[src/dfsa_pkg.sv]
// ---------------------------------------------------------------------------
// dfsa_pkg: shared types and constants of the deadline-first slot assigner.
// Holds widths, operation and status codes and the queue cell types.
// ---------------------------------------------------------------------------
`default_nettype none
package dfsa_pkg;

    localparam int MAX_JOBS  = 256;
    localparam int IDX_W     = $clog2(MAX_JOBS);
    localparam int CNT_W     = IDX_W + 1;
    localparam int BKT_DEPTH = MAX_JOBS + 1;
    localparam int BKT_W     = $clog2(BKT_DEPTH);

    typedef enum logic [1:0] {
        OP_CLEAR  = 2'd0,
        OP_LOAD   = 2'd1,
        OP_ASSIGN = 2'd2,
        OP_UNUSED = 2'd3
    } op_t;

    typedef enum logic [1:0] {
        ST_OK      = 2'd0,
        ST_BAD_Q   = 2'd1,
        ST_EMPTY   = 2'd2,
        ST_BAD_POS = 2'd3
    } status_t;

    // Queue key: deadline first, then position, so ties go to the lower position.
    typedef struct packed {
        logic [CNT_W-1:0] deadline;
        logic [CNT_W-1:0] pos;
    } key_t;

    typedef struct packed {
        logic vld;
        key_t key;
    } cell_t;

    typedef struct packed {
        logic clear;
        logic push;
        logic pop;
        key_t key;
    } qcmd_t;

endpackage
`default_nettype wire

[src/dfsa_cell.sv]
// ---------------------------------------------------------------------------
// dfsa_cell: one cell of the sorted priority queue.
// Keeps one key; on insert it keeps, takes the new key or takes its left
// neighbor; on removal it takes its right neighbor.
// ---------------------------------------------------------------------------
`default_nettype none
module dfsa_cell
    import dfsa_pkg::*;
(
    input  wire logic  aclk,
    input  wire logic  aresetn,
    input  wire qcmd_t cmd,
    input  wire cell_t left,
    input  wire logic  left_lt,
    input  wire cell_t right,
    output cell_t      own,
    output logic       own_lt
);

    cell_t cell_reg;

    // This cell sorts before the incoming key.
    assign own_lt = cell_reg.vld && (cell_reg.key < cmd.key);
    assign own    = cell_reg;

    always_ff @(posedge aclk) begin
        if (!aresetn) begin
            cell_reg.vld <= 1'b0;
        end else if (cmd.clear) begin
            cell_reg.vld <= 1'b0;
        end else if (cmd.push) begin
            if (!own_lt) begin
                if (left_lt) begin
                    cell_reg.vld <= 1'b1;
                    cell_reg.key <= cmd.key;
                end else begin
                    cell_reg <= left;
                end
            end
        end else if (cmd.pop) begin
            cell_reg <= right;
        end
    end

endmodule
`default_nettype wire

[config.mk]
export PLATFORM = sky130hd
export DESIGN_NAME = dfsa_cell
export DESIGN_NICKNAME = d
export VERILOG_FILES = /design/src/dfsa_pkg.sv /design/src/dfsa_cell.sv
export SDC_FILE = /design/constraint.sdc
export NUM_CORES = 1
export LEC_CHECK = 0
export ABC_CLOCK_PERIOD_IN_PS = 6600
export BUFFER_PORTS_ARGS = -buffer_cell sky130_fd_sc_hd__buf_2
export CAP_MARGIN = 20
export CORE_MARGIN = 4
export CORE_UTILIZATION = 45
export DETAILED_ROUTE_END_ITERATION = 16
export PLACE_DENSITY = 0.81
export SKIP_LAST_GASP = 1
export SLEW_MARGIN = 20
export SYNTH_ARGS = -nofsm -noshare
export SYNTH_HDL_FRONTEND = slang
export SYNTH_SLANG_ARGS = --single-unit
[constraint.sdc]
create_clock -name aclk -period 6.6 [get_ports aclk]
set_input_delay 0.66 -clock aclk [delete_from_list [all_inputs] [get_ports aclk]]
set_output_delay 0.66 -clock aclk [all_outputs]
set_load 0.01 [all_outputs]
* After elaboration in Yosys (flattened, before gate mapping) *
Cells that the tools add are included.

word-level totals
  register bits after elaboration = 19
  memory bits (writable) = 0
  bits in read-only memories = 0
  bits in latches = 0
  word-level logic and storage cells = 16
  memories = 0

cells by class
  eq/ne operators = 1
  bitwise logic cells = 2
  add/sub/neg operators = 0
  multiply operators = 0
  reduce and logical (&&, ||, !) cells = 5
  multiplexer cells = 4
  magnitude comparators = 1
  divide/modulo/power cells = 0
  shift-type cells = 0

operator list
  operator                               number
  2-to-1 mux 19 bit                      4
  less-than comparator 18 bit            1
  AND reduction 4 bit                    1
  != test 2 bit (second input constant)  1
  inverter 1 bit                         2
  AND reduction 2 bit                    1
  nonzero test 2 bit                     1
  OR reduction 2 bit                     1
  logical AND 1 bit                      1

* Logic depth before layout (Yosys ltp) *
  depth after elaboration = 4
  depth in mapped cells = 8

* Worst setup path after synthesis *
Ideal clock, no wire load.

  path type = input -> register
  start point = input port cmd[3] (netlist bit)
  end point = register cell_reg (netlist bit own[0]) (enable)
  required time = 6.271 ns
  library setup time = 0.329 ns
  stages = 8
  path buffers = 0
  path slack = 3.914 ns
  arrival = 2.356 ns
  cells stage by stage = inv_1 > ha_1 > a21o_1 > a21oi_1 > nor3b_1 > o41a_1 > o31a_1 > and2_1

on the way
  longest elaborated chain between the ends = 4

ends and longest elaborated chain
  what                                  line             RTL
  start: declaration                    dfsa_cell.sv:12  input wire qcmd_t cmd,
  less-than comparator 18 bit           dfsa_cell.sv:23  assign own_lt = cell_reg.vld && (cell_reg.key < cmd.key);
  logical AND 1 bit                     dfsa_cell.sv:23
  != test 2 bit (no source line)        --
  AND reduction 4 bit (no source line)  --
  end signal: assignment                dfsa_cell.sv:37  cell_reg <= left;
  end signal: assignment                dfsa_cell.sv:41  cell_reg <= right;
  end: declaration                      dfsa_cell.sv:20  cell_t cell_reg;

Every way passes these cells.
A chain may end at the register's enable or synchronous reset.

* Final worst setup path *
  start point = input port cmd[3] (netlist bit)
  end point = output port own_lt

on the way
  longest elaborated chain between the ends = 2

ends and longest elaborated chain
  what                         line             RTL
  less-than comparator 18 bit  dfsa_cell.sv:23
  logical AND 1 bit            dfsa_cell.sv:23
  end: declaration             dfsa_cell.sv:17  output logic own_lt

Every way passes these cells.

==> tab_implementation.tex <==
\begin{tabular}{lr}
\hline
Metric & Value \\
\hline
\multicolumn{2}{l}{\textbf{Run status}} \\
Run status & finished clean \\
\multicolumn{2}{l}{\textbf{Placement}} \\
Final HPWL DP & 2.84 mm \\
Number of port buffers & 81 \\
Routability congestion estimate & 0.824 \\
Number of placed cells counting well taps & 266 \\
Standard cell area after detailed placement & 1860 um\^{}2 \\
\multicolumn{2}{l}{\textbf{Cells and area}} \\
Fraction of final layout cells sized beyond drive strength 1 & 38.9\% \\
Signed area change from the synthesized netlist to the final layout & 32.3\% \\
Core utilization of the finished layout & 61.8\% \\
Number of fill cells & 288 \\
Ant diodes & 0 \\
Number of flip-flops in the largest register & 19 \\
Final Instance Count excl. Fillers & 270 \\
Final net count & 306 \\
Area of all placed cells without fillers & 1890 um\^{}2 \\
\multicolumn{2}{l}{\textbf{Yosys}} \\
Synth warnings & 0 \\
Dominant cell type by area after synthesis & sky130\_fd\_sc\_hd\_\_edfxtp\_1 \\
Portion of the post-synthesis area used by sequential elements & 39.3\% \\
Proportion of synthesized flip-flops having asynchronous set or reset & 0\% \\
Top FF cell, synth & sky130\_fd\_sc\_hd\_\_edfxtp\_1 \\
Cells after synthesis & 147 \\
Post-synthesis compound-gate area fraction & 13.3\% \\
EDFF count, synth & 18 \\
Most used standard cells in the synthesized netlist & sky130\_fd\_sc\_hd\_\_a21oi\_1 (22), sky130\_fd\_sc\_hd\_\_mux2i\_1 (19), sky130\_fd\_sc\_hd\_\_nor2\_1 (19) \\
Cell with the most instances after synthesis & sky130\_fd\_sc\_hd\_\_a21oi\_1 \\
Share of the synthesized netlist area taken by xor and xnor gates & 0\% \\
Avg Inst Size Synth & 9.69 um\^{}2 \\
Simple logic cell fraction of the synthesized area & 12.5\% \\
Synthesized-area fraction occupied by adder cells & 14.9\% \\
Post-synthesis register bit count & 19 \\
Count of unique library cells instantiated by Yosys & 30 \\
Mapped Nets & 226 \\
Dominant cells by area after synthesis & sky130\_fd\_sc\_hd\_\_edfxtp\_1 (38\%), sky130\_fd\_sc\_hd\_\_ha\_1 (15\%), sky130\_fd\_sc\_hd\_\_mux2i\_1 (13\%) \\
Combinational family with the most area after synthesis & adder cells \\
Mux contribution to synthesized area & 13.3\% \\
Top cell type's share of synthesized area & 37.9\% \\
Post-synthesis instance area & 1430 um\^{}2 \\
\multicolumn{2}{l}{\textbf{Setup path}} \\
Category of the most critical setup path & input pin to output port \\
Sort of element at the start of the critical path & input pin \\
Worst Reg-to-Reg Cells & 7 \\
Critical R2R Launch & own[3] \\
Worst EP required & 5940 ps \\
WP data arrival & 2150 ps \\
Crit end category & output port \\
Maximum fanout along the worst path & 2 \\
Capturing point of the worst reg2reg path & own[3] \\
Internal reg-to-reg setup slack & 4010 ps \\
\multicolumn{2}{l}{\textbf{Clock tree}} \\
Clock Sinks & 19 \\
Register clock-pin slew on the reported worst setup and hold paths & 110 ps \\
Count of hold buffers inserted by post-cts repair & 0 \\
CTS tree & built \\
Root buffer cell & sky130\_fd\_sc\_hd\_\_clkbuf\_4 \\
Total clock buffers created by CTS & 3 \\
Clock latency at the later pin of the worst-skew pair & 300 ps \\
Maximum buffer depth of the clock tree & 2 \\
Post-CTS setup-driven buffer insertion count & 0 \\
Post-cts repair resize count & 0 \\
Maximum level of the CTS H-tree & 1 \\
\multicolumn{2}{l}{\textbf{Power and ir drop}} \\
Internal portion of total power & 0.199 mW \\
Maximum resistive drop on vdd & 0.0000931 V \\
Cell area power density & 148 nW/um\^{}2 \\
Fraction of power consumed by sequential logic & 51.4\% \\
Total power draw & 0.278 mW \\
Net switching component of the power & 0.0789 mW \\
Switching portion of total power & 28.3\% \\
Total leakage power & 0.969 nW \\
Clock share of power & 21.6\% \\
Gate power share & 27.0\% \\
\multicolumn{2}{l}{\textbf{Worst hold path}} \\
Hold Path Stages & 2 \\
Min-delay worst type & flop to flop \\
Hold Crit Start & own[18] \\
Worst Hold Endpoint & own[18] \\
\multicolumn{2}{l}{\textbf{Timing}} \\
Endpoints failing setup & 0 \\
Number of pins exceeding their max-slew limit in the final report & 0 \\
Hold violation count in the final report & 0 \\
Worst slew margin relative to its limit & 47.1\% \\
Clock Skew & 5.82 ps \\
Shortest clock period the worst path allows after layout & 2810 ps \\
Post-route clock period utilization & 42.6\% \\
Setup repair after global routing missed its margin & false \\
Max Fclk & 356 MHz \\
Setup TNS & 0 ps \\
Worst Max-Slew Pin Slew & 793 ps \\
\multicolumn{2}{l}{\textbf{Drt}} \\
Post-detailed-routing wire length & 3.46 mm \\
Total via count after detailed routing & 1337 \\
DR pass1 iterations & 4 \\
Routed wire per std cell & 12.8 um \\
Count of antenna-violating nets left after detailed routing & 0 \\
Avg Vias per Cell & 4.95 \\
Post-route DRC & 0 \\
Iter 0 DRT Violations & 45 \\
\multicolumn{2}{l}{\textbf{Die}} \\
Effective utilization at floorplan & 46.7\% \\
Core area & 3050 um\^{}2 \\
Die outline width & 64.3 um \\
Core Rows & 20 \\
Die Area & 4130 um\^{}2 \\
I/O pin count & 82 \\
Die extent in y & 64.3 um \\
\multicolumn{2}{l}{\textbf{Global route}} \\
Via count of the first global-routing pass & 1309 \\
Number of antenna violations at the first check in global routing & 0 \\
Combined global-route utilization of all metal layers & 16.9\% \\
Largest net degree at the start of global routing & 40 \\
Global-route wire length before repair & 5.53 mm \\
Final global-route overflow total & 0 \\
\multicolumn{2}{l}{\textbf{Flow run}} \\
Total of max-cap violations & 0 \\
\hline
\end{tabular}
power by group through the flow:
stage	clock network [mW]	registers, mW	logic [mW]
3_5_place_dp	0	0.146	0.0754
6_report	0.0601	0.143	0.0750
3_3_place_gp	0	0.145	0.0739
4_1_cts	0.0614	0.143	0.0758
5_1_grt	0.0661	0.144	0.0856
2_1_floorplan	0	0.148	0.0403
final cells by class:
class	count	area [um^2]	share of cell area, %
sequential	19	561	29.7
timing repair buffer	81	405	21.5
clock inverter	1	5.00	0.265
clock buffer	3	22.5	1.19
tap	44	55.1	2.92
multi-input combinational	104	769	40.8
inverter	18	67.6	3.58
worst max-delay path, cell delays in order:
cell	delay, ps
sky130_fd_sc_hd__buf_2	90
sky130_fd_sc_hd__inv_1	40
sky130_fd_sc_hd__ha_1	300
sky130_fd_sc_hd__a21o_1	160
sky130_fd_sc_hd__a21oi_1	140
sky130_fd_sc_hd__nor3b_1	70
sky130_fd_sc_hd__o41a_1	420
sky130_fd_sc_hd__nor2_1	120
sky130_fd_sc_hd__buf_2	150
metal layers:
metal,global-route usage (%),up-vias,part of all wire (%)
li1,-,690,-
met1,20.0,583,43
met2,29.9,54,46
met3,3.16,10,7.1
met4,6.60,0,3.2
met5,0,-,0
per-stage QoR:
stage / hold slack [ps] / setup slack [ps]
floorplan: 491 / 3910
global placement: 466 / 3670
CTS: 490 / 3790
global route: 511 / 3690
finish: 492 / 3790
detailed placement: 473 / 3590
cell families (layout without fill, tap and decap cells):
family / Yosys count / after routing
adders and majority gates: 17 / 17
muxes: 19 / 19
DFF: 19 / 19
AOI/OAI and AO/OA: 32 / 32
and+or+nand+nor: 36 / 36
buffers and inverters: 24 / 103
how the worst max path moves through the flow:
stage	from	slack [ps]	cells after the start	end
floorplan	cmd[3]	3910	8	own[0]
global placement	cmd[3]	3670	9	own[1]
detailed placement	cmd[3]	3590	9	own[1]
CTS	cmd[3]	3790	9	own_lt
global route	cmd[3]	3690	9	own_lt
finish	cmd[3]	3790	9	own_lt
layout by cell type, fill, tap and decap left out:
| master | synthesis | final |
|---|---|---|
| sky130_fd_sc_hd__o31a_1 | 1 | 1 |
| sky130_fd_sc_hd__o21ai_1 | 1 | 1 |
| sky130_fd_sc_hd__a21o_1 | 1 | 1 |
| sky130_fd_sc_hd__a211oi_2 | 1 | 1 |
| sky130_fd_sc_hd__o211ai_1 | 1 | 1 |
| sky130_fd_sc_hd__nand4_1 | 2 | 2 |
| sky130_fd_sc_hd__dfxtp_1 | 1 | 1 |
| sky130_fd_sc_hd__nand4b_1 | 1 | 1 |
| sky130_fd_sc_hd__mux2i_1 | 19 | 19 |
| sky130_fd_sc_hd__nand2b_1 | 2 | 2 |
| sky130_fd_sc_hd__nor2_1 | 19 | 19 |
| sky130_fd_sc_hd__nor3b_1 | 1 | 1 |
| sky130_fd_sc_hd__clkbuf_4 | 0 | 3 |
| sky130_fd_sc_hd__nor2_4 | 1 | 1 |
| sky130_fd_sc_hd__or3_2 | 1 | 1 |
| sky130_fd_sc_hd__o21ai_0 | 2 | 2 |
| sky130_fd_sc_hd__ha_1 | 17 | 17 |
| sky130_fd_sc_hd__inv_1 | 18 | 18 |
| sky130_fd_sc_hd__nor2b_1 | 2 | 2 |
| sky130_fd_sc_hd__a41oi_1 | 1 | 1 |
| sky130_fd_sc_hd__o41a_1 | 1 | 1 |
| sky130_fd_sc_hd__and2_1 | 1 | 1 |
| sky130_fd_sc_hd__clkinv_2 | 0 | 1 |
| sky130_fd_sc_hd__a211oi_1 | 1 | 1 |
| sky130_fd_sc_hd__edfxtp_1 | 18 | 18 |
| sky130_fd_sc_hd__buf_2 | 1 | 81 |
| sky130_fd_sc_hd__a21oi_1 | 22 | 22 |
| sky130_fd_sc_hd__nand2_1 | 3 | 3 |
| sky130_fd_sc_hd__nor3_1 | 2 | 2 |
| sky130_fd_sc_hd__or2_1 | 1 | 1 |
Power figures use the tool's default switching activity.
