<file path="config.mk">
export PLATFORM = sky130hd
export DESIGN_NAME = dfsa_div
export DESIGN_NICKNAME = d
export VERILOG_FILES = /design/src/dfsa_pkg.sv /design/src/dfsa_div.sv
export SDC_FILE = /design/constraint.sdc
export NUM_CORES = 1
export LEC_CHECK = 0
export BUFFER_PORTS_ARGS = -buffer_cell sky130_fd_sc_hd__buf_4
export CAP_MARGIN = 20
export CELL_PAD_IN_SITES_DETAIL_PLACEMENT = 0
export CELL_PAD_IN_SITES_GLOBAL_PLACEMENT = 1
export CORE_UTILIZATION = 30
export CTS_BUF_LIST = sky130_fd_sc_hd__clkbuf_16
export DETAILED_ROUTE_END_ITERATION = 12
export GPL_ROUTABILITY_DRIVEN = 0
export GPL_TIMING_DRIVEN = 0
export PLACE_DENSITY_LB_ADDON = 0.1
export REMOVE_ABC_BUFFERS = 1
export SLEW_MARGIN = 20
export SYNTH_ARGS = -nofsm -noshare
export SYNTH_HDL_FRONTEND = slang
export SYNTH_SLANG_ARGS = --single-unit
export TNS_END_PERCENT = 20
</file>
<file path="constraint.sdc">
create_clock -name aclk -period 3.4 [get_ports aclk]
set_input_delay 0.68 -clock aclk [delete_from_list [all_inputs] [get_ports aclk]]
set_output_delay 0.68 -clock aclk [all_outputs]
set_load 0.005 [all_outputs]
</file>
<file path="src/dfsa_pkg.sv">
// ---------------------------------------------------------------------------
// dfsa_pkg: shared types and constants of the deadline-first slot assigner.
// Holds widths, operation and status codes and the queue cell types.
// ---------------------------------------------------------------------------
`default_nettype none
package dfsa_pkg;

    localparam int MAX_JOBS  = 256;
    localparam int IDX_W     = $clog2(MAX_JOBS);
    localparam int CNT_W     = IDX_W + 1;
    localparam int BKT_DEPTH = MAX_JOBS + 1;
    localparam int BKT_W     = $clog2(BKT_DEPTH);

    typedef enum logic [1:0] {
        OP_CLEAR  = 2'd0,
        OP_LOAD   = 2'd1,
        OP_ASSIGN = 2'd2,
        OP_UNUSED = 2'd3
    } op_t;

    typedef enum logic [1:0] {
        ST_OK      = 2'd0,
        ST_BAD_Q   = 2'd1,
        ST_EMPTY   = 2'd2,
        ST_BAD_POS = 2'd3
    } status_t;

    // Queue key: deadline first, then position, so ties go to the lower position.
    typedef struct packed {
        logic [CNT_W-1:0] deadline;
        logic [CNT_W-1:0] pos;
    } key_t;

    typedef struct packed {
        logic vld;
        key_t key;
    } cell_t;

    typedef struct packed {
        logic clear;
        logic push;
        logic pop;
        key_t key;
    } qcmd_t;

endpackage
`default_nettype wire

</file>
<file path="src/dfsa_div.sv">
// ---------------------------------------------------------------------------
// dfsa_div: restoring divider, one quotient bit per cycle.
// Takes a start pulse and raises done for one cycle with the quotient.
// ---------------------------------------------------------------------------
`default_nettype none
module dfsa_div
    import dfsa_pkg::*;
(
    input  wire logic             aclk,
    input  wire logic             aresetn,
    input  wire logic             start,
    input  wire logic [CNT_W-1:0] dividend,
    input  wire logic [CNT_W-1:0] divisor,
    output logic                  done,
    output logic [CNT_W-1:0]      quot
);

    localparam int STEP_W = $clog2(CNT_W + 1);

    logic [CNT_W:0]    rem_reg, rem_next, rem_sh;
    logic [CNT_W-1:0]  dq_reg, dq_next;
    logic [CNT_W-1:0]  dvs_reg;
    logic [STEP_W-1:0] cnt_reg;
    logic              busy_reg, done_reg;
    logic              bit_q;

    // One restoring step: shift in the next dividend bit and try a subtract.
    always_comb begin
        rem_sh = {rem_reg[CNT_W-1:0], dq_reg[CNT_W-1]};
        bit_q  = (rem_sh >= {1'b0, dvs_reg});
        rem_next = bit_q ? (rem_sh - {1'b0, dvs_reg}) : rem_sh;
        dq_next  = {dq_reg[CNT_W-2:0], bit_q};
    end

    always_ff @(posedge aclk) begin
        if (!aresetn) begin
            busy_reg <= 1'b0;
            done_reg <= 1'b0;
            cnt_reg  <= '0;
        end else begin
            // Done is raised together with the result of the last step.
            done_reg <= busy_reg && !start && (cnt_reg == STEP_W'(1));
            if (start) begin
                busy_reg <= 1'b1;
                cnt_reg  <= STEP_W'(CNT_W);
                rem_reg  <= '0;
                dq_reg   <= dividend;
                dvs_reg  <= divisor;
            end else if (busy_reg) begin
                rem_reg  <= rem_next;
                dq_reg   <= dq_next;
                cnt_reg  <= cnt_reg - 1'b1;
                busy_reg <= (cnt_reg != STEP_W'(1));
            end
        end
    end

    assign done = done_reg;
    assign quot = dq_reg;

endmodule
`default_nettype wire

</file>
# Yosys cells after proc, flatten, opt, wreduce, memory -nomap -nowiden

Index checks and enable logic that the tools add are counted.

Mux-type cells: 8
$mul: 0
Shift-type cells: 0
Add/sub/neg operators: 2
Eq/ne operators: 2
Magnitude comparators: 1
Bitwise gates (word level): 1
Reduce and logical (&&, ||, !) cells: 7
Divide/modulo/power cells: 0

Operator list:

| operator                                                           | count |
|---|---|
| 9-bit two-way mux                                                  | 4 |
| 10-bit by 9-bit >= comparator with 1-bit output                    | 1 |
| 9-bit subtractor                                                   | 1 |
| 4-bit two-way mux                                                  | 2 |
| 4-bit by 1-bit == test with 1-bit output, second input constant    | 1 |
| 4-bit by 1-bit != test with 1-bit output, second input constant    | 1 |
| 2-bit AND reduction                                                | 2 |
| 4-bit by 1-bit subtractor with 4-bit output, second input constant | 1 |
| 1-bit logical AND                                                  | 2 |
| 1-bit two-way mux                                                  | 2 |
| 2-bit nonzero test                                                 | 1 |
| 2-bit OR reduction                                                 | 1 |
| 1-bit logical NOT                                                  | 1 |
| 1-bit inverter                                                     | 1 |

Output and inout port bits: 10
Register bits after elaboration: 33
Latch bits: 0
ROM bits: 0
Logic and storage cells: 28
Bits in writable memories: 0
Memories: 0

# Longest topological paths before layout

Gate-level depths: netlist (run 1).

Word-level depth: 3
Mapped depth: 10

# Worst setup path before layout (run 1)

OpenSTA, ideal clock, no wires.

Path type: reg-to-reg
From: register dq_reg[8] (netlist: quot[8])
To: register dq_reg[0] (netlist: quot[0]), data pin
Required time: 3.140 ns
Setup slack: 0.976 ns
Arrival time: 2.164 ns
Stages on the path, launching flop included: 10
Path through: edfxtp_1 -> inv_1 -> ha_1 -> inv_1 -> fa_1 -> a21o_1 -> a221oi_2 -> a31oi_2 -> buf_6 -> mux2_2

Cells in the longest elaborated chain, start to end: 3

RTL lines:

| element                                         | line           | text |
|---|---|---|
| start: declaration                              | dfsa_div.sv:21 | `logic [CNT_W-1:0] dq_reg, dq_next;` |
| start signal: assignment                        | dfsa_div.sv:47 | `dq_reg <= dividend;` |
| start signal: assignment                        | dfsa_div.sv:51 | `dq_reg <= dq_next;` |
| 10-bit by 9-bit >= comparator with 1-bit output | dfsa_div.sv:30 | `bit_q = (rem_sh >= {1'b0, dvs_reg});` |
| 9-bit two-way mux                               | dfsa_div.sv:49 | `end else if (busy_reg) begin` |
| 9-bit two-way mux                               | dfsa_div.sv:43 | `if (start) begin` |

No other way between the ends. The select of a mux whose other input is x is not followed.
A chain may end at the register's enable or synchronous reset.

# Worst setup path in the final report (run 1)

From: register dq_reg[8] (netlist: quot[8])
To: register rem_reg[7], data pin

Cells in the longest elaborated chain, start to end: 3
Elaborated cells between the ends (all ways): 4
Classes of those cells: 1 x add/sub; 1 x order compare; 2 x mux

RTL lines:

| element                                                                             | line                           | text |
|---|---|---|
| 9-bit subtractor or 10-bit by 9-bit >= comparator with 1-bit output (tied branches) | dfsa_div.sv:31, dfsa_div.sv:30 |  |
| 9-bit two-way mux (*)                                                               | dfsa_div.sv:31                 | `rem_next = bit_q ? (rem_sh - {1'b0, dvs_reg}) : rem_sh;` |
| 9-bit two-way mux (*)                                                               | dfsa_div.sv:49                 |  |
| end signal: assignment                                                              | dfsa_div.sv:50                 | `rem_reg <= rem_next;` |
| end: declaration                                                                    | dfsa_div.sv:20                 | `logic [CNT_W:0] rem_reg, rem_next, rem_sh;` |

Mark *: on every way between the ends. The rest lies on a longest branch, timed or not. The select of a mux whose other input is x is not followed.

==> summary.log, run 1 <==
INFO  yosys          synth_fa_ha_area_share=8.76%
INFO  cts            ctsResizeCount=0
INFO  cts            cts_htree_levels=2
INFO  cells_and_area finalNetCount=211
INFO  cts            tritoncts_clock_tree=done
INFO  global_routing antenna_found_initial=0
INFO  flow_run       maxCapViolations=0
INFO  cts            clock-root-buffer=sky130_fd_sc_hd__clkbuf_16
INFO  yosys          synth_top_area_cells=sky130_fd_sc_hd__edfxtp_1 45%, sky130_fd_sc_hd__ha_1 7.6%, sky130_fd_sc_hd__dfxtp_1 6.7%
INFO  yosys          synth_sequential_area_ratio=51.7%
INFO  timing         setup_tns=0ps
INFO  yosys          synth_commonest_cells=27 x sky130_fd_sc_hd__edfxtp_1, 16 x sky130_fd_sc_hd__inv_1, 11 x sky130_fd_sc_hd__ha_1, 11 x sky130_fd_sc_hd__nor2_1, 10 x sky130_fd_sc_hd__mux2_2
INFO  cells_and_area layout.area.seq=931um2
INFO  yosys          synth_cells=146
INFO  die            dieWidth=79.5um
INFO  yosys          yosysTopAreaCell=sky130_fd_sc_hd__edfxtp_1
INFO  cts            clock_path_buffers=2
INFO  yosys          synthesized_area_per_cell=12.3um2
INFO  timing         tightestPinTransition=905ps
INFO  worst_setup_path worstSetupStartpointType=flop
INFO  route          routedLengthMet1=1580um
INFO  timing         hold_viol_final=0
INFO  global_routing grt_first_pass_wirelength=5750um
INFO  yosys          synth-simple-area-share=9.94%
INFO  outcome        run_status=completed
INFO  timing         final_min_period_over_clock_period=88.1%
INFO  die            top_level_i_o_count=31
INFO  worst_setup_path crit_type=flop to flop
INFO  timing         final_critical_delay_including_setup_and_external_delays=3000ps
INFO  placement      numPortBuffers=30
INFO  cts            cts_hold_buffers=0
INFO  yosys          edff_count_synth=27
INFO  die            cell_row_count=27
INFO  cts            clk_latency=280ps
INFO  timing         final.setup_skew=6.41ps
INFO  route          initialDrtViolationCount=70
INFO  global_routing globalRoute.totalOverflow=0
INFO  timing         normalized_max_slew_margin=39.6%
INFO  placement      dp.final_hpwl=2370um
INFO  yosys          synth_top_cell_area_share=45.0%
INFO  timing         clock.fmax=334MHz
INFO  global_routing grt.total_usage=12.3%
INFO  worst_setup_path worstSetupEndpointType=flop
INFO  power          p_per_area=526nW/um2
INFO  route          route.detailed.wl_per_inst=14.0um
INFO  cells_and_area syn_to_final_growth=23.2%
INFO  yosys          synth_top_family_by_area=compound AO/OA/AOI/OAI gates
INFO  timing         setup_repair_after_global_routing_missed_its_margin=no
INFO  placement      dpl_worst_slack=449ps
INFO  yosys          synthXorXnorAreaFrac=2.92%
INFO  yosys          synthMostInstantiatedCell=sky130_fd_sc_hd__edfxtp_1
INFO  worst_setup_path worst_ep_arrival_time=3020ps
INFO  route          drt_pre_antenna_iters=4
INFO  worst_setup_path worstPathMaxFanout=14
INFO  yosys          netlist_area=1800um2
INFO  worst_hold_path min_path_cells=2
INFO  yosys          yosys_warnings=0
INFO  route          antenna_left=0
INFO  power          power_leakage=0.948nW
INFO  route          viasPerCell=4.75
INFO  cells_and_area final_layout_size_suffix_gt1_share=29.1%
INFO  yosys          ffs_latches_synth=33
INFO  cells_and_area antenna-diode-count=0
INFO  worst_setup_path critical_path_required=3430ps
INFO  route          routed_via_count=1,192
INFO  yosys          synth-async-reset-ratio=0%
INFO  global_routing grt_max_degree=25
INFO  die            core-area=5640um2
INFO  timing         finalSetupViolations=0
INFO  die            die_y=79.5um
INFO  die            start_util=31.9%
INFO  timing         report.final.slew_viol_count=0
INFO  cts            clock_sink_count=33
INFO  die            die_area=6320um2
INFO  route          wl_met2=1710um
INFO  yosys          synth_compound_area_share=13.6%
INFO  yosys          muxShareOfSynthArea=7.92%
INFO  route          routed_wl=3510um
INFO  route          drcViolationCount=0
INFO  timing         final_critical_path_setup_slack=404ps
INFO  worst_setup_path timing.reg2reg.worst_path_depth=9
INFO  worst_hold_path hold_class=flop to flop
INFO  yosys          synthFlopType=sky130_fd_sc_hd__edfxtp_1
INFO  cts            cts.clk_slew.worst_paths=50ps
INFO  route          top_layer=met4
INFO  global_routing grt_pass1_vias=1,221
INFO  cells_and_area multi_input_area=776um2
INFO  yosys          synth.distinct_cells=42
INFO  cts            cts.repair_timing.setup_buffer_count=0
INFO  power          vdd_ir_drop_max=0.217mV
INFO  cells_and_area fillers=542
INFO  route          length_of_routed_met3_wiring=153um
INFO  cts            numCtsBuffers=5
-- critical path, cell delays in order, from the launching register on --
cell,delay [ps]
sky130_fd_sc_hd__edfxtp_1,420
sky130_fd_sc_hd__inv_1,80
sky130_fd_sc_hd__ha_1,160
sky130_fd_sc_hd__inv_1,60
sky130_fd_sc_hd__fa_1,420
sky130_fd_sc_hd__a21o_1,230
sky130_fd_sc_hd__a221oi_2,420
sky130_fd_sc_hd__a31oi_2,420
sky130_fd_sc_hd__and4bb_1,370
sky130_fd_sc_hd__o21ba_1,170
-- stage by stage --
stage          util, %  hold WS (ps)  cell area (um2)  std cells  power (mW)
2_1_floorplan        -           484             1770        141       0.680
3_5_place_dp      36.9           511             2080        243       0.758
3_3_place_gp      36.9           499             2080        243       0.753
5_1_grt           39.3           560             2220        251        1.23
6_report          39.3           517             2220        251        1.17
4_1_cts           39.3           521             2220        251        1.18
-- per-layer routing --
layer | track usage [%] | up-vias
met1 | 14.8 | 558
li1 | - | 600
met5 | 0 | -
met3 | 3.43 | 5
met2 | 20.4 | 29
met4 | 4.91 | 0
-- cell type report --
class,count,share of cell area [%]
timing repair buffer,30,10.2
sequential,33,42.0
inverter,16,2.71
tap,72,4.06
multi-input combinational,92,35.0
clock buffer,5,5.64
clock inverter,3,0.508
-- path summary, 6_finish.rpt --
kind	slack [ps]	startpoint	to
setup / recovery	400	quot[8]	rem_reg[7]
hold / removal	520	cnt_reg[1]	cnt_reg[1]
hold reg to reg	520	cnt_reg[1]	cnt_reg[1]
setup reg to reg	400	quot[8]	rem_reg[7]
-- cells in the final DEF, fill, tap and decap left out, types with 2 or more instances in the layout --
| master | count |
|---|---|
| sky130_fd_sc_hd__a21oi_1 | 3 |
| sky130_fd_sc_hd__o21a_1 | 4 |
| sky130_fd_sc_hd__or2_1 | 2 |
| sky130_fd_sc_hd__mux2i_1 | 3 |
| sky130_fd_sc_hd__and3_1 | 2 |
| sky130_fd_sc_hd__a211oi_2 | 3 |
| sky130_fd_sc_hd__ha_1 | 11 |
| sky130_fd_sc_hd__mux2_2 | 10 |
| sky130_fd_sc_hd__dfxtp_1 | 6 |
| sky130_fd_sc_hd__or3_1 | 2 |
| sky130_fd_sc_hd__nor2_1 | 11 |
| sky130_fd_sc_hd__xor2_1 | 3 |
| sky130_fd_sc_hd__xnor2_1 | 3 |
| sky130_fd_sc_hd__buf_4 | 30 |
| sky130_fd_sc_hd__inv_1 | 18 |
| sky130_fd_sc_hd__edfxtp_1 | 27 |
| sky130_fd_sc_hd__nand3_1 | 3 |
| sky130_fd_sc_hd__a21o_1 | 4 |
| sky130_fd_sc_hd__nand2_1 | 3 |
| sky130_fd_sc_hd__clkbuf_16 | 5 |
| sky130_fd_sc_hd__o21ai_0 | 4 |
-- kinds of logic after synthesis --
logic type,after synthesis
fa+ha+maj,12
mux,13
simple gates,32
flops,33
buf+inv,21
xor+xnor,6
compound gates,29
-- power by group --
group,switching (mW),internal [mW]
registers,0.0190,0.480
clock network,0.155,0.263
logic,0.127,0.123
Note: power is estimated with default switching activity, not from simulation.
==> inputs of run 2 (changes only) <==
--- a/config.mk
+++ b/config.mk
@@ -9,7 +9,7 @@
 export CAP_MARGIN = 20
 export CELL_PAD_IN_SITES_DETAIL_PLACEMENT = 0
 export CELL_PAD_IN_SITES_GLOBAL_PLACEMENT = 1
-export CORE_UTILIZATION = 30
+export CORE_UTILIZATION = 35
 export CTS_BUF_LIST = sky130_fd_sc_hd__clkbuf_16
 export DETAILED_ROUTE_END_ITERATION = 12
 export GPL_ROUTABILITY_DRIVEN = 0
==> run 2 against run 1 <==
- non-clock buffer count is the same
- worst hold slack lost 3.6 ps
- total power shrank 0.25%
- clock skew shrank 1.8 ps
- combinational power is essentially flat
- critical path type unchanged
- largest power group unchanged
- highest routed layer unchanged
==> summary.log, run 2 (synthesis gave the netlist of run 1 again) <==
INFO  outcome        run_status=completed
INFO  worst_hold_path hold_class=flop to flop
INFO  route          drcViolationCount=0
INFO  worst_setup_path worstPathMaxFanout=14
INFO  timing         clock.fmax=342MHz
INFO  power          p_per_area=526nW/um2
INFO  die            core-area=4850um2
INFO  worst_setup_path worstSetupEndpointType=flop
INFO  global_routing grt_first_pass_wirelength=6100um
INFO  power          report.power.total=1.16mW
INFO  die            die_y=73.7um
INFO  cts            clock_sink_count=33
INFO  cells_and_area commonest_cells_after_routing_fill_and_taps_aside=30 x sky130_fd_sc_hd__buf_4, 27 x sky130_fd_sc_hd__edfxtp_1, 18 x sky130_fd_sc_hd__inv_1
INFO  cts            clock_path_buffers=2
INFO  placement      numPortBuffers=30
INFO  worst_setup_path crit_type=flop to flop
INFO  global_routing grt.total_usage=15.2%
INFO  timing         final.setup_skew=4.58ps
INFO  cells_and_area antenna-diode-count=0
INFO  placement      dp.final_hpwl=2400um
INFO  power          vdd_ir_drop_max=0.274mV
INFO  die            top_level_i_o_count=31
INFO  cells_and_area final_layout_size_suffix_gt1_share=29.1%
INFO  cts            clock-root-buffer=sky130_fd_sc_hd__clkbuf_16
INFO  route          routed_via_count=1,208
INFO  timing         finalSetupViolations=0
INFO  die            start_util=37.1%
INFO  placement      dpl_worst_slack=445ps
INFO  cts            tritoncts_clock_tree=done
INFO  global_routing globalRoute.totalOverflow=0
INFO  route          initialDrtViolationCount=60
INFO  cts            cts.repair_timing.setup_buffer_count=0
INFO  cells_and_area fillers=475
INFO  cts            cts_htree_levels=2
INFO  timing         holdWs=514ps
INFO  route          viasPerCell=4.91
INFO  worst_setup_path critical_path_required=3420ps
INFO  timing         tightestPinTransition=943ps
INFO  cells_and_area syn_to_final_growth=22.9%
INFO  global_routing busiest_layer=met2
INFO  global_routing grt_max_degree=25
INFO  timing         normalized_max_slew_margin=37.1%
INFO  global_routing antenna_found_initial=0
INFO  cells_and_area fin_util=45.6%
INFO  timing         final_critical_path_setup_slack=473ps
INFO  global_routing use_met2=24.7%
INFO  placement      detailed_place.area=2080um2
INFO  cts            numCtsBuffers=5
INFO  die            cell_row_count=25
INFO  cells_and_area finalNetCount=211
INFO  die            dieWidth=73.7um
INFO  global_routing grt_pass1_vias=1,319
INFO  die            die_area=5440um2
INFO  placement      dp_cells=238
INFO  route          route.detailed.wl_per_inst=14.0um
INFO  global_routing groute.layer.met3.usage=4.39%
INFO  flow_run       maxCapViolations=0
INFO  worst_setup_path worst_ep_arrival_time=2950ps
INFO  global_routing globalRouteMet1Util=18.9%
INFO  cells_and_area most_common_cell_after_layout_fill_and_taps_aside=sky130_fd_sc_hd__buf_4
INFO  timing         final_min_period_over_clock_period=86.1%
INFO  timing         setup_tns=0ps
INFO  timing         report.final.slew_viol_count=0
INFO  power          power_leakage=0.948nW
INFO  route          drt_pre_antenna_iters=5
INFO  cells_and_area final_cell_area=2210um2
INFO  route          antenna_left=0
INFO  timing         setup_repair_after_global_routing_missed_its_margin=no
INFO  cts            clk_latency=270ps
INFO  worst_setup_path worstSetupStartpointType=flop
INFO  cts            ctsResizeCount=0
INFO  timing         final_critical_delay_including_setup_and_external_delays=2930ps
INFO  cells_and_area final_cell_count_no_fill=246
INFO  cts            cts.clk_slew.worst_paths=50ps
INFO  route          routed_wl=3450um
INFO  cts            cts_hold_buffers=0
INFO  timing         hold_viol_final=0
-- run 2: cell type report --
type                            instances  area [um2]  share of cell area, %
Clock buffer                            5         125                   5.66
Clock inverter                          3        11.3                  0.509
Inverter                               16        60.1                   2.71
Multi-Input combinational cell         92         776                   35.1
Sequential cell                        33         931                   42.1
Tap cell                               67        83.8                   3.79
Timing Repair Buffer                   30         225                   10.2
-- run 2: per-layer routing --
| layer | share of wire [%] | up-vias |
|---|---|---|
| met2 | 46 | 24 |
| met5 | 0 | - |
| met4 | 1.3 | 0 |
| met3 | 2.8 | 4 |
| met1 | 49 | 580 |
| li1 | - | 600 |
-- run 2: report_power, final --
part | switching [mW] | internal [mW]
Clock | 0.152 | 0.263
Combinational | 0.127 | 0.122
Sequential | 0.0196 | 0.480
Total | 0.299 | 0.865
-- run 2: path summary, 6_finish.rpt --
| kind | startpoint | to | slack, ps | depth (start not counted) |
|---|---|---|---|---|
| worst min register to register | cnt_reg[1] | cnt_reg[1] | 510 | 2 |
| worst min-delay path | cnt_reg[1] | cnt_reg[1] | 510 | 2 |
| worst max register to register | quot[8] | rem_reg[7] | 470 | 9 |
| worst max-delay path | quot[8] | rem_reg[7] | 470 | 9 |
-- run 2: worst max-delay path: stages, from the launching register on --
cell                       delay, ps
sky130_fd_sc_hd__edfxtp_1        420
sky130_fd_sc_hd__inv_1            80
sky130_fd_sc_hd__ha_1            160
sky130_fd_sc_hd__inv_1            60
sky130_fd_sc_hd__fa_1            400
sky130_fd_sc_hd__a21o_1          220
sky130_fd_sc_hd__a221oi_2        400
sky130_fd_sc_hd__a31oi_2         410
sky130_fd_sc_hd__and4bb_1        340
sky130_fd_sc_hd__o21ba_1         170
